File: src/rtl/core/dscps_pkg.sv
`timescale 1ns / 1ps
// Shared constants, types and helper functions for the driven spin chain block.
// No dependencies; every other file imports this package.
package dscps_pkg;

    localparam int MAX_SPINS    = 128;
    localparam int CORDIC_STEPS = 24;

    localparam int SPIN_AW = $clog2(MAX_SPINS);
    localparam int NW      = $clog2(MAX_SPINS + 1);
    localparam int ITER_W  = (CORDIC_STEPS > 1) ? $clog2(CORDIC_STEPS) : 1;

    // Shared multiplier operand and product widths.
    localparam int MA_W = 41;
    localparam int MB_W = 33;
    localparam int MP_W = MA_W + MB_W;

    // CORDIC datapath and residual angle widths.
    localparam int CW = 36;
    localparam int RW = 34;

    localparam int ACC_W = 56;

    localparam int S_DATA_W = 104;
    localparam int M_DATA_W = 144;

    // Converts P >> 24 (Q16.24 radians) into a half angle in 2^-32 turn units.
    localparam logic [28:0] ANGLE_K = 29'd341782638;

    localparam logic [1:0] MODE_LOAD = 2'd0;
    localparam logic [1:0] MODE_STEP = 2'd1;
    localparam logic [1:0] MODE_READ = 2'd2;

    localparam logic KIND_ENERGY = 1'b0;
    localparam logic KIND_SPIN   = 1'b1;

    localparam logic [2:0] REG_COUPLING = 3'd0;
    localparam logic [2:0] REG_FIELD_Z  = 3'd1;
    localparam logic [2:0] REG_FIELD_X  = 3'd2;
    localparam logic [2:0] REG_PERIOD   = 3'd3;
    localparam logic [2:0] REG_CHAIN    = 3'd4;

    localparam logic [31:0] ATAN_TURNS [32] = '{
        32'h20000000, 32'h12E4051E, 32'h09FB385B, 32'h051111D4, 32'h028B0D43,
        32'h0145D7E1, 32'h00A2F61E, 32'h00517C55, 32'h0028BE53, 32'h00145F2F,
        32'h000A2F98, 32'h000517CC, 32'h00028BE6, 32'h000145F3, 32'h0000A2FA,
        32'h0000517D, 32'h000028BE, 32'h0000145F, 32'h00000A30, 32'h00000518,
        32'h0000028C, 32'h00000146, 32'h000000A3, 32'h00000051, 32'h00000029,
        32'h00000014, 32'h0000000A, 32'h00000005, 32'h00000003, 32'h00000001,
        32'h00000001, 32'h00000000
    };

    typedef struct packed {
        logic busy;
        logic done;
    } cordic_stat_t;

    // Largest Q0.31 factor whose square times the squared CORDIC gain stays at or below one.
    function automatic logic [31:0] gain_comp_f();
        longint unsigned k;
        longint unsigned c;
        longint unsigned t;
        k = 64'd1 << 60;
        c = 64'd0;
        for (int i = 0; i < CORDIC_STEPS; i++)
        begin
            k = k + (k >> (2 * i));
        end
        k = k >> 30;
        for (int b = 30; b >= 0; b--)
        begin
            t = c | (64'd1 << b);
            if ((((t * t) >> 31) * k) <= (64'd1 << 61))
            begin
                c = t;
            end
        end
        return c[31:0];
    endfunction

    localparam logic [31:0] GAIN_COMP = gain_comp_f();

    function automatic logic signed [31:0] sat32(input logic signed [MP_W-1:0] v);
        logic signed [31:0] r;
        if ((&v[MP_W-1:31]) || !(|v[MP_W-1:31]))
        begin
            r = v[31:0];
        end
        else
        begin
            r = v[MP_W-1] ? 32'sh8000_0000 : 32'sh7FFF_FFFF;
        end
        return r;
    endfunction

    function automatic logic signed [47:0] sat48(input logic signed [ACC_W-1:0] v);
        logic signed [47:0] r;
        if ((&v[ACC_W-1:47]) || !(|v[ACC_W-1:47]))
        begin
            r = v[47:0];
        end
        else
        begin
            r = v[ACC_W-1] ? {1'b1, 47'd0} : {1'b0, {47{1'b1}}};
        end
        return r;
    endfunction

endpackage

File: src/rtl/core/dscps_mul.sv
`timescale 1ns / 1ps
// Shared signed multiplier with a registered product.
// Depends on dscps_pkg for operand widths.
module dscps_mul
    import dscps_pkg::*;
(
    input  logic                   clk,
    input  logic signed [MA_W-1:0] op_a,
    input  logic signed [MB_W-1:0] op_b,
    output logic signed [MP_W-1:0] prod
);

    logic signed [MP_W-1:0] prod_reg;

    always_ff @(posedge clk)
    begin
        prod_reg <= MP_W'(op_a) * MP_W'(op_b);
    end

    assign prod = prod_reg;

endmodule

File: config.mk
export PLATFORM = sky130hd
export DESIGN_NAME = dscps_mul
export DESIGN_NICKNAME = d
export VERILOG_FILES = /design/src/rtl/core/dscps_pkg.sv /design/src/rtl/core/dscps_mul.sv
export SDC_FILE = /design/constraint.sdc
export NUM_CORES = 2
export LEC_CHECK = 0
export BUFFER_PORTS_ARGS = -buffer_cell sky130_fd_sc_hd__buf_2
export CAP_MARGIN = 0
export CORE_ASPECT_RATIO = 2
export CORE_MARGIN = 2
export CORE_UTILIZATION = 70
export CTS_CLUSTER_DIAMETER = 150
export DETAILED_ROUTE_END_ITERATION = 10
export PLACE_DENSITY = 0.95
export SETUP_SLACK_MARGIN = 0.4
export SLEW_MARGIN = 0
export SYNTH_ARGS = -nofsm -noshare
export SYNTH_HDL_FRONTEND = slang
export SYNTH_SLANG_ARGS = --single-unit
File: constraint.sdc
create_clock -name clk -period 17.8 [get_ports clk]
set_input_delay 0 -clock clk [delete_from_list [all_inputs] [get_ports clk]]
set_output_delay 0 -clock clk [all_outputs]
set_load 0.02 [all_outputs]
==> impl_metrics.yaml <==
worst_hold_path:
  hold_path.class: "in2reg"
grt:
  overflow: 0
  grt_util_all_layers_pct: 46.36
  grt_pass1_wl_um: 243200
  antenna_found_initial: 15
  grt_pass1_vias: 44560
  grt_max_degree: 43
floorplanning:
  core_region_area_um2: 68410
  dieHeight_um: 375.3
  start_util_pct: 70.54
  pin_count: 149
  fp.dieW_um: 189.7
  die-area_um2: 71180
  row_count: 136
sta:
  fmax_ghz: 0.1185
  layout_min_cycle_time_ps: 8441
  whs_ps: 373.2
  tns_ps: 0
  fin_crit_sh_pct: 47.42
  finalHoldViolCount: 0
  rsz0062_at_grt: "no"
  slew_headroom_pct: 12.16
  setup_viol: 0
  worst_pin_slew_ps: 1318
  drv_slew: 0
worst_setup_path:
  critPathKind: "in2reg"
  cp.arrival_ps: 8720
  worst_ep_required_time_ps: 18080
  cp-end-kind: "register"
  start_kind: "input pin"
  path_max_fanout: 41
finish:
  area_growth_pct: 2.699
  fill_cells: 4409
  final_cells: 6091
  regArea_um2: 1481
  multi_input_area_um2: 40440
  fin_nets: 6874
  drive_gt1_share_pct: 3.978
  largest_reg_flops: 74
routing:
  ant_nets: 0
  wirelength_um: 153900
  vias_per_cell: 6.289
  routedWlPerCell_um: 25.26
  drtPass1Iterations: 8
  vias: 38310
  drc_errors: 0
  drtIter0Drc: 3992
logic_synthesis:
  synth_fa_ha_area_share_pct: 63.83
  synthArstFlopShare_pct: 0
  syn_inst: 5273
  ys.flop_type: "dfxtp_1"
  synthXorXnorAreaFrac_pct: 1.434
  synth-simple-area-share_pct: 14.94
  synthMuxAreaShare_pct: 0.08816
  synth-seq-cells: 74
  synth_top_family_by_area: "adder cells"
  syn_area_per_cell_um2: 9.151
  yosysWarnings: 0
  ys_types: 70
  yosys-top-cells-area: "fa_1, inv_1, nand2_1"
  synth_top_area_cell: "fa_1"
  synth_edf_count: 0
  synth_top_area_share_pct: 57.79
  synth_compound_area_share_pct: 3.513
  ys_seq_area_share_pct: 3.070
  syn-num-nets: 6974
  synth.cell_area_um2: 48260
clock_network:
  cts_buffers: 9
  cts_buffer_depth: 2
  cts_tree: "done"
  h-tree-depth: 3
  cts-resized-gates: 0
  path_clk_slew_ps: 70
  cts_root_buf: "clkbuf_16"
  cts_setup_buffers: 0
  clock-sinks: 74
  cts_hold_buf: 0
placed_design:
  dp.cells: 6059
  gp_congestion: 1.057
  portBuffers: 148
  hpwlAfterDp_um: 115200
status:
  status: "finished clean"
job:
  drv_cap: 0
==> final cells by class <==
cell class,count,share of cell area [%]
inverter,1393,10.55
timing repair buffer,175,1.904
sequential,74,2.989
antenna,16,0.08079
clock inverter,7,0.1540
clock buffer,9,0.4545
multi-input combinational,3520,81.60
tap,897,2.265
==> final timing paths <==
kind              endpoint  startpoint  cells after the start  slack, ps
hold / removal     prod[0]     op_b[0]                      2        370
setup / recovery  prod[69]     op_b[9]                     25       9360
==> per-layer routing <==
metal	routed length, µm	track usage [%]
met1	42410	48.09
met2	69740	69.98
met3	22420	20.69
met4	19240	42.21
met5	69	1.049
==> layout by cell type, fill, tap and decap left out, types with 4 or more instances in the layout <==
master and instances:
inv_1 1393, fa_1 1393, nand2_1 968, and2_1 424, ha_1 233, buf_2 148
a21oi_1 79, dfxtp_1 74, nor2_1 47, xnor2_1 47, a21o_1 39, nor2b_1 34
xor2_1 32, buf_4 27, o21ai_0 25, o21ai_1 19, nand3_1 18, diode_2 16
nand2b_1 15, nand4_1 15, nor3_1 12, a211oi_1 10, o21bai_1 10, and3_1 10
o211ai_1 9, clkbuf_16 9, o21a_1 7, o221ai_1 4, a21boi_0 4, a311oi_1 4
o31ai_1 4
==> synthesized netlist by cell type, drive strengths merged (2+ instances only) <==
cell	count
a211o	2
a211oi	13
a21boi	4
a21o	39
a21oi	80
a311oi	4
a31o	2
a31oi	4
a41oi	3
and2	425
and3	10
and4	2
and4b	2
buf	5
clkbuf	281
dfxtp	74
fa	1393
ha	233
inv	1393
mux2	2
mux2i	2
nand2	968
nand2b	15
nand3	18
nand4	15
nor2	47
nor2b	34
nor3	14
nor4	2
o2111ai	2
o211a	2
o211ai	12
o21a	7
o21ai	44
o21bai	10
o221ai	4
o22ai	3
o31ai	5
o41ai	2
or2	2
or3	3
xnor2	47
xor2	32
==> per-stage QoR <==
step                      area, µm²  setup slack, ps  utilization, %
after global routing          49530             9177           72.40
after floorplan               48260            10690               -
after global placement        49220             9501           71.95
after CTS                     49520             9666           72.39
final                         49560             9359           72.45
after detailed placement      49220             9306           71.95
==> kinds of logic (layout without fill, tap and decap cells) <==
family / count (synthesis) / in the layout
adder cells (fa/ha/maj): 1626 / 1626
XOR/XNOR: 79 / 79
AND/OR/NAND/NOR: 1559 / 1559
buffers and inverters: 1679 / 1584
flip-flops: 74 / 74
other: 0 / 16
AO/OA/AOI/OAI: 252 / 252
multiplexers: 4 / 4
==> worst max-delay path, cell delays in order <==
cell and delay [ps]:
buf_2 940, nand2_1 210, fa_1 580, fa_1 570, inv_1 80, fa_1 510, fa_1 520, inv_1 60
fa_1 530, inv_1 60, fa_1 470, inv_1 60, fa_1 480, fa_1 500, inv_1 40, ha_1 400
nand2_1 130, nor3_2 320, nand3_1 160, nor3_1 400, o21ai_1 250, a211oi_1 760, o21bai_1 180, and4b_1 250
a311oi_1 200
Power is not shown: default switching activity piles up to over one toggle a cycle in this logic, so the estimate is an artifact.
