### src/rtl/core/dscps_pkg.sv
`timescale 1ns / 1ps
// Shared constants, types and helper functions for the driven spin chain block.
// No dependencies; every other file imports this package.
package dscps_pkg;

    localparam int MAX_SPINS    = 128;
    localparam int CORDIC_STEPS = 24;

    localparam int SPIN_AW = $clog2(MAX_SPINS);
    localparam int NW      = $clog2(MAX_SPINS + 1);
    localparam int ITER_W  = (CORDIC_STEPS > 1) ? $clog2(CORDIC_STEPS) : 1;

    // Shared multiplier operand and product widths.
    localparam int MA_W = 41;
    localparam int MB_W = 33;
    localparam int MP_W = MA_W + MB_W;

    // CORDIC datapath and residual angle widths.
    localparam int CW = 36;
    localparam int RW = 34;

    localparam int ACC_W = 56;

    localparam int S_DATA_W = 104;
    localparam int M_DATA_W = 144;

    // Converts P >> 24 (Q16.24 radians) into a half angle in 2^-32 turn units.
    localparam logic [28:0] ANGLE_K = 29'd341782638;

    localparam logic [1:0] MODE_LOAD = 2'd0;
    localparam logic [1:0] MODE_STEP = 2'd1;
    localparam logic [1:0] MODE_READ = 2'd2;

    localparam logic KIND_ENERGY = 1'b0;
    localparam logic KIND_SPIN   = 1'b1;

    localparam logic [2:0] REG_COUPLING = 3'd0;
    localparam logic [2:0] REG_FIELD_Z  = 3'd1;
    localparam logic [2:0] REG_FIELD_X  = 3'd2;
    localparam logic [2:0] REG_PERIOD   = 3'd3;
    localparam logic [2:0] REG_CHAIN    = 3'd4;

    localparam logic [31:0] ATAN_TURNS [32] = '{
        32'h20000000, 32'h12E4051E, 32'h09FB385B, 32'h051111D4, 32'h028B0D43,
        32'h0145D7E1, 32'h00A2F61E, 32'h00517C55, 32'h0028BE53, 32'h00145F2F,
        32'h000A2F98, 32'h000517CC, 32'h00028BE6, 32'h000145F3, 32'h0000A2FA,
        32'h0000517D, 32'h000028BE, 32'h0000145F, 32'h00000A30, 32'h00000518,
        32'h0000028C, 32'h00000146, 32'h000000A3, 32'h00000051, 32'h00000029,
        32'h00000014, 32'h0000000A, 32'h00000005, 32'h00000003, 32'h00000001,
        32'h00000001, 32'h00000000
    };

    typedef struct packed {
        logic busy;
        logic done;
    } cordic_stat_t;

    // Largest Q0.31 factor whose square times the squared CORDIC gain stays at or below one.
    function automatic logic [31:0] gain_comp_f();
        longint unsigned k;
        longint unsigned c;
        longint unsigned t;
        k = 64'd1 << 60;
        c = 64'd0;
        for (int i = 0; i < CORDIC_STEPS; i++)
        begin
            k = k + (k >> (2 * i));
        end
        k = k >> 30;
        for (int b = 30; b >= 0; b--)
        begin
            t = c | (64'd1 << b);
            if ((((t * t) >> 31) * k) <= (64'd1 << 61))
            begin
                c = t;
            end
        end
        return c[31:0];
    endfunction

    localparam logic [31:0] GAIN_COMP = gain_comp_f();

    function automatic logic signed [31:0] sat32(input logic signed [MP_W-1:0] v);
        logic signed [31:0] r;
        if ((&v[MP_W-1:31]) || !(|v[MP_W-1:31]))
        begin
            r = v[31:0];
        end
        else
        begin
            r = v[MP_W-1] ? 32'sh8000_0000 : 32'sh7FFF_FFFF;
        end
        return r;
    endfunction

    function automatic logic signed [47:0] sat48(input logic signed [ACC_W-1:0] v);
        logic signed [47:0] r;
        if ((&v[ACC_W-1:47]) || !(|v[ACC_W-1:47]))
        begin
            r = v[47:0];
        end
        else
        begin
            r = v[ACC_W-1] ? {1'b1, 47'd0} : {1'b0, {47{1'b1}}};
        end
        return r;
    endfunction

endpackage

### src/rtl/core/dscps_cordic.sv
`timescale 1ns / 1ps
// Iterative CORDIC rotator, one micro-rotation per clock, gain left uncompensated.
// Depends on dscps_pkg for widths, the arctangent table and the status struct.
module dscps_cordic
    import dscps_pkg::*;
(
    input  logic                 clk,
    input  logic                 rst_n,
    input  logic                 start,
    input  logic signed [31:0]   a0,
    input  logic signed [31:0]   b0,
    input  logic [31:0]          angle,
    output logic signed [CW-1:0] a,
    output logic signed [CW-1:0] b,
    output cordic_stat_t         stat
);

    logic                 busy_reg;
    logic                 done_reg;
    logic [ITER_W-1:0]    it_reg;
    logic signed [CW-1:0] a_reg;
    logic signed [CW-1:0] b_reg;
    logic signed [RW-1:0] r_reg;

    logic                 flip;
    logic [31:0]          t_in;
    logic signed [CW-1:0] a_in;
    logic signed [CW-1:0] b_in;
    logic signed [CW-1:0] da;
    logic signed [CW-1:0] db;
    logic signed [RW-1:0] atan_v;
    logic signed [CW-1:0] a_next;
    logic signed [CW-1:0] b_next;
    logic signed [RW-1:0] r_next;
    logic [31:0]          tsum;

    // Angles in the left half plane are folded by a half turn first.
    always_comb
    begin
        tsum = angle + 32'h4000_0000;
        flip = tsum[31];
        t_in = flip ? (angle + 32'h8000_0000) : angle;
        a_in = flip ? -CW'(a0) : CW'(a0);
        b_in = flip ? -CW'(b0) : CW'(b0);
    end

    always_comb
    begin
        da     = b_reg >>> it_reg;
        db     = a_reg >>> it_reg;
        atan_v = RW'(signed'({1'b0, ATAN_TURNS[5'(it_reg)]}));
        if (!r_reg[RW-1])
        begin
            a_next = a_reg - da;
            b_next = b_reg + db;
            r_next = r_reg - atan_v;
        end
        else
        begin
            a_next = a_reg + da;
            b_next = b_reg - db;
            r_next = r_reg + atan_v;
        end
    end

    always_ff @(posedge clk or negedge rst_n)
    begin
        if (!rst_n)
        begin
            busy_reg <= 1'b0;
            done_reg <= 1'b0;
            it_reg   <= '0;
        end
        else
        begin
            done_reg <= 1'b0;
            if (start)
            begin
                busy_reg <= 1'b1;
                it_reg   <= '0;
            end
            else if (busy_reg)
            begin
                it_reg <= it_reg + ITER_W'(1);
                if (it_reg == ITER_W'(CORDIC_STEPS - 1))
                begin
                    busy_reg <= 1'b0;
                    done_reg <= 1'b1;
                end
            end
        end
    end

    always_ff @(posedge clk)
    begin
        if (start)
        begin
            a_reg <= a_in;
            b_reg <= b_in;
            r_reg <= RW'(signed'(t_in));
        end
        else if (busy_reg)
        begin
            a_reg <= a_next;
            b_reg <= b_next;
            r_reg <= r_next;
        end
    end

    assign a         = a_reg;
    assign b         = b_reg;
    assign stat.busy = busy_reg;
    assign stat.done = done_reg;

endmodule

### config.mk
export PLATFORM = sky130hd
export DESIGN_NAME = dscps_cordic
export DESIGN_NICKNAME = d
export VERILOG_FILES = /design/src/rtl/core/dscps_pkg.sv /design/src/rtl/core/dscps_cordic.sv
export SDC_FILE = /design/constraint.sdc
export NUM_CORES = 1
export LEC_CHECK = 0
export BUFFER_PORTS_ARGS = -buffer_cell sky130_fd_sc_hd__clkbuf_2
export CELL_PAD_IN_SITES_DETAIL_PLACEMENT = 0
export CELL_PAD_IN_SITES_GLOBAL_PLACEMENT = 1
export CORE_ASPECT_RATIO = 0.8
export CORE_MARGIN = 4
export CORE_UTILIZATION = 47
export DETAILED_ROUTE_END_ITERATION = 10
export HOLD_SLACK_MARGIN = 0.02
export PLACE_DENSITY_LB_ADDON = 0.12
export SYNTH_ARGS = -nofsm -noshare
export SYNTH_HDL_FRONTEND = slang
export SYNTH_SLANG_ARGS = --single-unit
export TNS_END_PERCENT = 1
### constraint.sdc
create_clock -name clk -period 8.1 [get_ports clk]
set_clock_uncertainty 0.05 [all_clocks]
set_input_delay 1.62 -clock clk [delete_from_list [all_inputs] [get_ports clk]]
set_output_delay 1.62 -clock clk [all_outputs]
set_load 0.1 [all_outputs]
==> flow_summary.toml <==
[floorplan]
die_area_sq_um = 44100
die_height_microns = 189
start_util_pct = 48.1
rows = 65
io_pins = 173
dieWidth_microns = 234
core_area_sq_um = 39900

[drt]
drtIter0Drc = 2137
drt-pass1-iter-count = 8
vias = 19300
ant_nets = 0
via_per_inst = 6.56
wl_per_cell_microns = 24.9
drc = 0
totalWireLength_mm = 73.1

[clock_network]
numCtsBuffers = 17
cts_tree = "yes"
holdBufCountCts = 0
ctsRootBufferMaster = "clkbuf_16"
post_cts_resized = 0
insertion_delay_ns = 0.47
ctsHtreeMaxLevel = 4
clk_pin_slew_worst_paths_ns = 0.07
numClockSinks = 113
clk_path_buf_depth = 2
cts_setup_buffers = 0

[flow_run]
drv_cap = 0

[min_path]
hp-class = "reg2reg"

[logic_synthesis]
syn_nets = 2498
async_flop_share_pct = 6.19
yosysTopAreaCell = "edfxtp_1"
netlist.area_leader.share_pct = 16.6
syn_area_per_cell_sq_um = 8.41
synthTopCellsByCount = "242 x nand2_1, 186 x a21oi_1, 176 x nor2_1"
synth_seq_cells = 113
synth_cell_type_count = 105
ys_top_cells_by_area = "edfxtp_1 17%, mux4_2 8.9%, ha_1 7.7%"
yosysSeqAreaShare_pct = 17.5
synthCells = 2278
synth_ff_type = "edfxtp_1"
yosysWarnings = 0
synth_edf_count = 106
synth_most_common_cell = "nand2_1"
netlist_area_sq_um = 19200

[final_layout]
nets = 2610
fillCellCount = 3852
area_growth_pct = 9.62
seq_area_sq_um = 3370
drive_gt1_share_pct = 17.8
multi_input_comb_area_sq_um = 14800

[setup_path]
required_ns = 8.32
startpoint_type = "register"
crit_fanout = 49
critPathKind = "reg2reg"
arrival_ns = 7.64
end_kind = "register"

[timing]
post-route-period-util_pct = 91.6
timing.fmax_mhz = 135
slew_violations = 0
finalCriticalPeriod_ns = 7.42
slew_headroom_pct = 25.8
setup_viol = 0
finalHoldViolCount = 0
tightest_slew_ns = 1.11
grt_setup_unrepaired = "no"
fin_setup_tns_ns = 0

[grt]
grt_overflow = 0
antenna_found_initial = 2
track_usage_pct = 32.5
grt_pass1_vias = 18000
grt_max_degree = 93
grt_pass1_wl_mm = 111

[run_status]
status = "complete, no violations"

[placed_design]
numPortBuffers = 172
place_hpwl_mm = 56.7
gp_congestion = 1.07
[final timing paths]
path                            startpoint        end  slack (ns)  cells after the start
worst max-delay path             it_reg[1]      b[32]        0.68                     21
min in group asynchronous            rst_n  it_reg[1]        0.93                      1
worst min-delay path              r_reg[0]   r_reg[0]        0.64                      2
worst min register to register    r_reg[0]   r_reg[0]        0.64                      2
worst max register to register   it_reg[1]      b[32]        0.68                     21
max in group asynchronous            rst_n  it_reg[0]        6.87                      1
[cells in the final DEF, fill, tap and decap left out, types with 18 or more instances in the layout]
| cell type | n |
|---|---|
| nand2b_1 | 23 |
| clkbuf_2 | 171 |
| o31ai_1 | 19 |
| nor2_1 | 176 |
| mux2_2 | 45 |
| inv_1 | 51 |
| nor2b_1 | 22 |
| o21ai_0 | 157 |
| ha_1 | 118 |
| a31oi_1 | 27 |
| buf_4 | 57 |
| mux2i_1 | 71 |
| nand3_1 | 46 |
| and3_1 | 24 |
| edfxtp_1 | 106 |
| a21o_1 | 67 |
| and2_1 | 25 |
| nand2_1 | 242 |
| a211oi_1 | 26 |
| a21oi_1 | 186 |
| o22ai_1 | 30 |
| o211ai_1 | 18 |
| xnor2_1 | 127 |
| nor3_1 | 38 |
| xor2_1 | 105 |
| mux4_2 | 76 |
[area by class of cell]
| class | count | area share, % |
|---|---|---|
| diodes | 1 | 0.0119 |
| clock buffers | 24 | 2.34 |
| clock inverters | 8 | 0.596 |
| inverters | 55 | 0.983 |
| multi-input cells | 1974 | 70.6 |
| flip-flops and latches | 113 | 16.1 |
| well taps | 536 | 3.19 |
| repair buffers | 229 | 6.21 |
[logic make-up after synthesis]
kind of cell | Yosys count | synth area share, %
AOI/OAI and AO/OA | 729 | 25.0
DFF | 113 | 17.5
and+or+nand+nor | 690 | 17.3
muxes | 199 | 16.1
buffers and inverters | 191 | 5.24
adders and majority gates | 121 | 8.02
xor gates and xnor gates | 235 | 10.8
[per-stage QoR]
step           util (%)  cells  area [sq um]  hold WS, ns  setup WS, ns
6_report           52.7   2940         21000        0.636         0.682
5_1_grt            52.7   2939         21000        0.663         0.248
4_1_cts            52.7   2939         21000        0.643         0.814
3_5_place_dp       51.1   2907         20400        0.629         0.834
3_3_place_gp       51.1   2907         20400        0.618         0.986
2_1_floorplan         -   2278         19200        0.599          1.83
[routing by layer]
metal  GRT usage, %  wire length (microns)  vias up
li1               -                      -     8908
met1           48.7                  33400     9263
met2           45.4                  29800      965
met3           8.56                   7760      142
met4           10.1                   2170        0
met5              0                      0        -
[worst max-delay path, cell delays in order (launching register included)]
cell	delay, ns
dfrtp_4	0.86
buf_4	0.65
mux4_2	0.62
mux2i_1	0.57
nand2_1	0.16
a32oi_1	0.55
nand4b_2	0.28
nor4_4	0.45
and2_1	0.26
nor2_1	0.07
xor2_1	0.17
ha_1	0.35
a21o_1	0.22
a21o_1	0.18
a21oi_1	0.18
nor2_1	0.07
a211oi_1	0.33
o21a_1	0.17
and2_1	0.16
o21ai_0	0.24
and2_1	0.22
o41ai_1	0.34
Power is left out: the tool's default activity adds up to more than one toggle a clock period on the data nets, which glitch-free logic cannot reach.
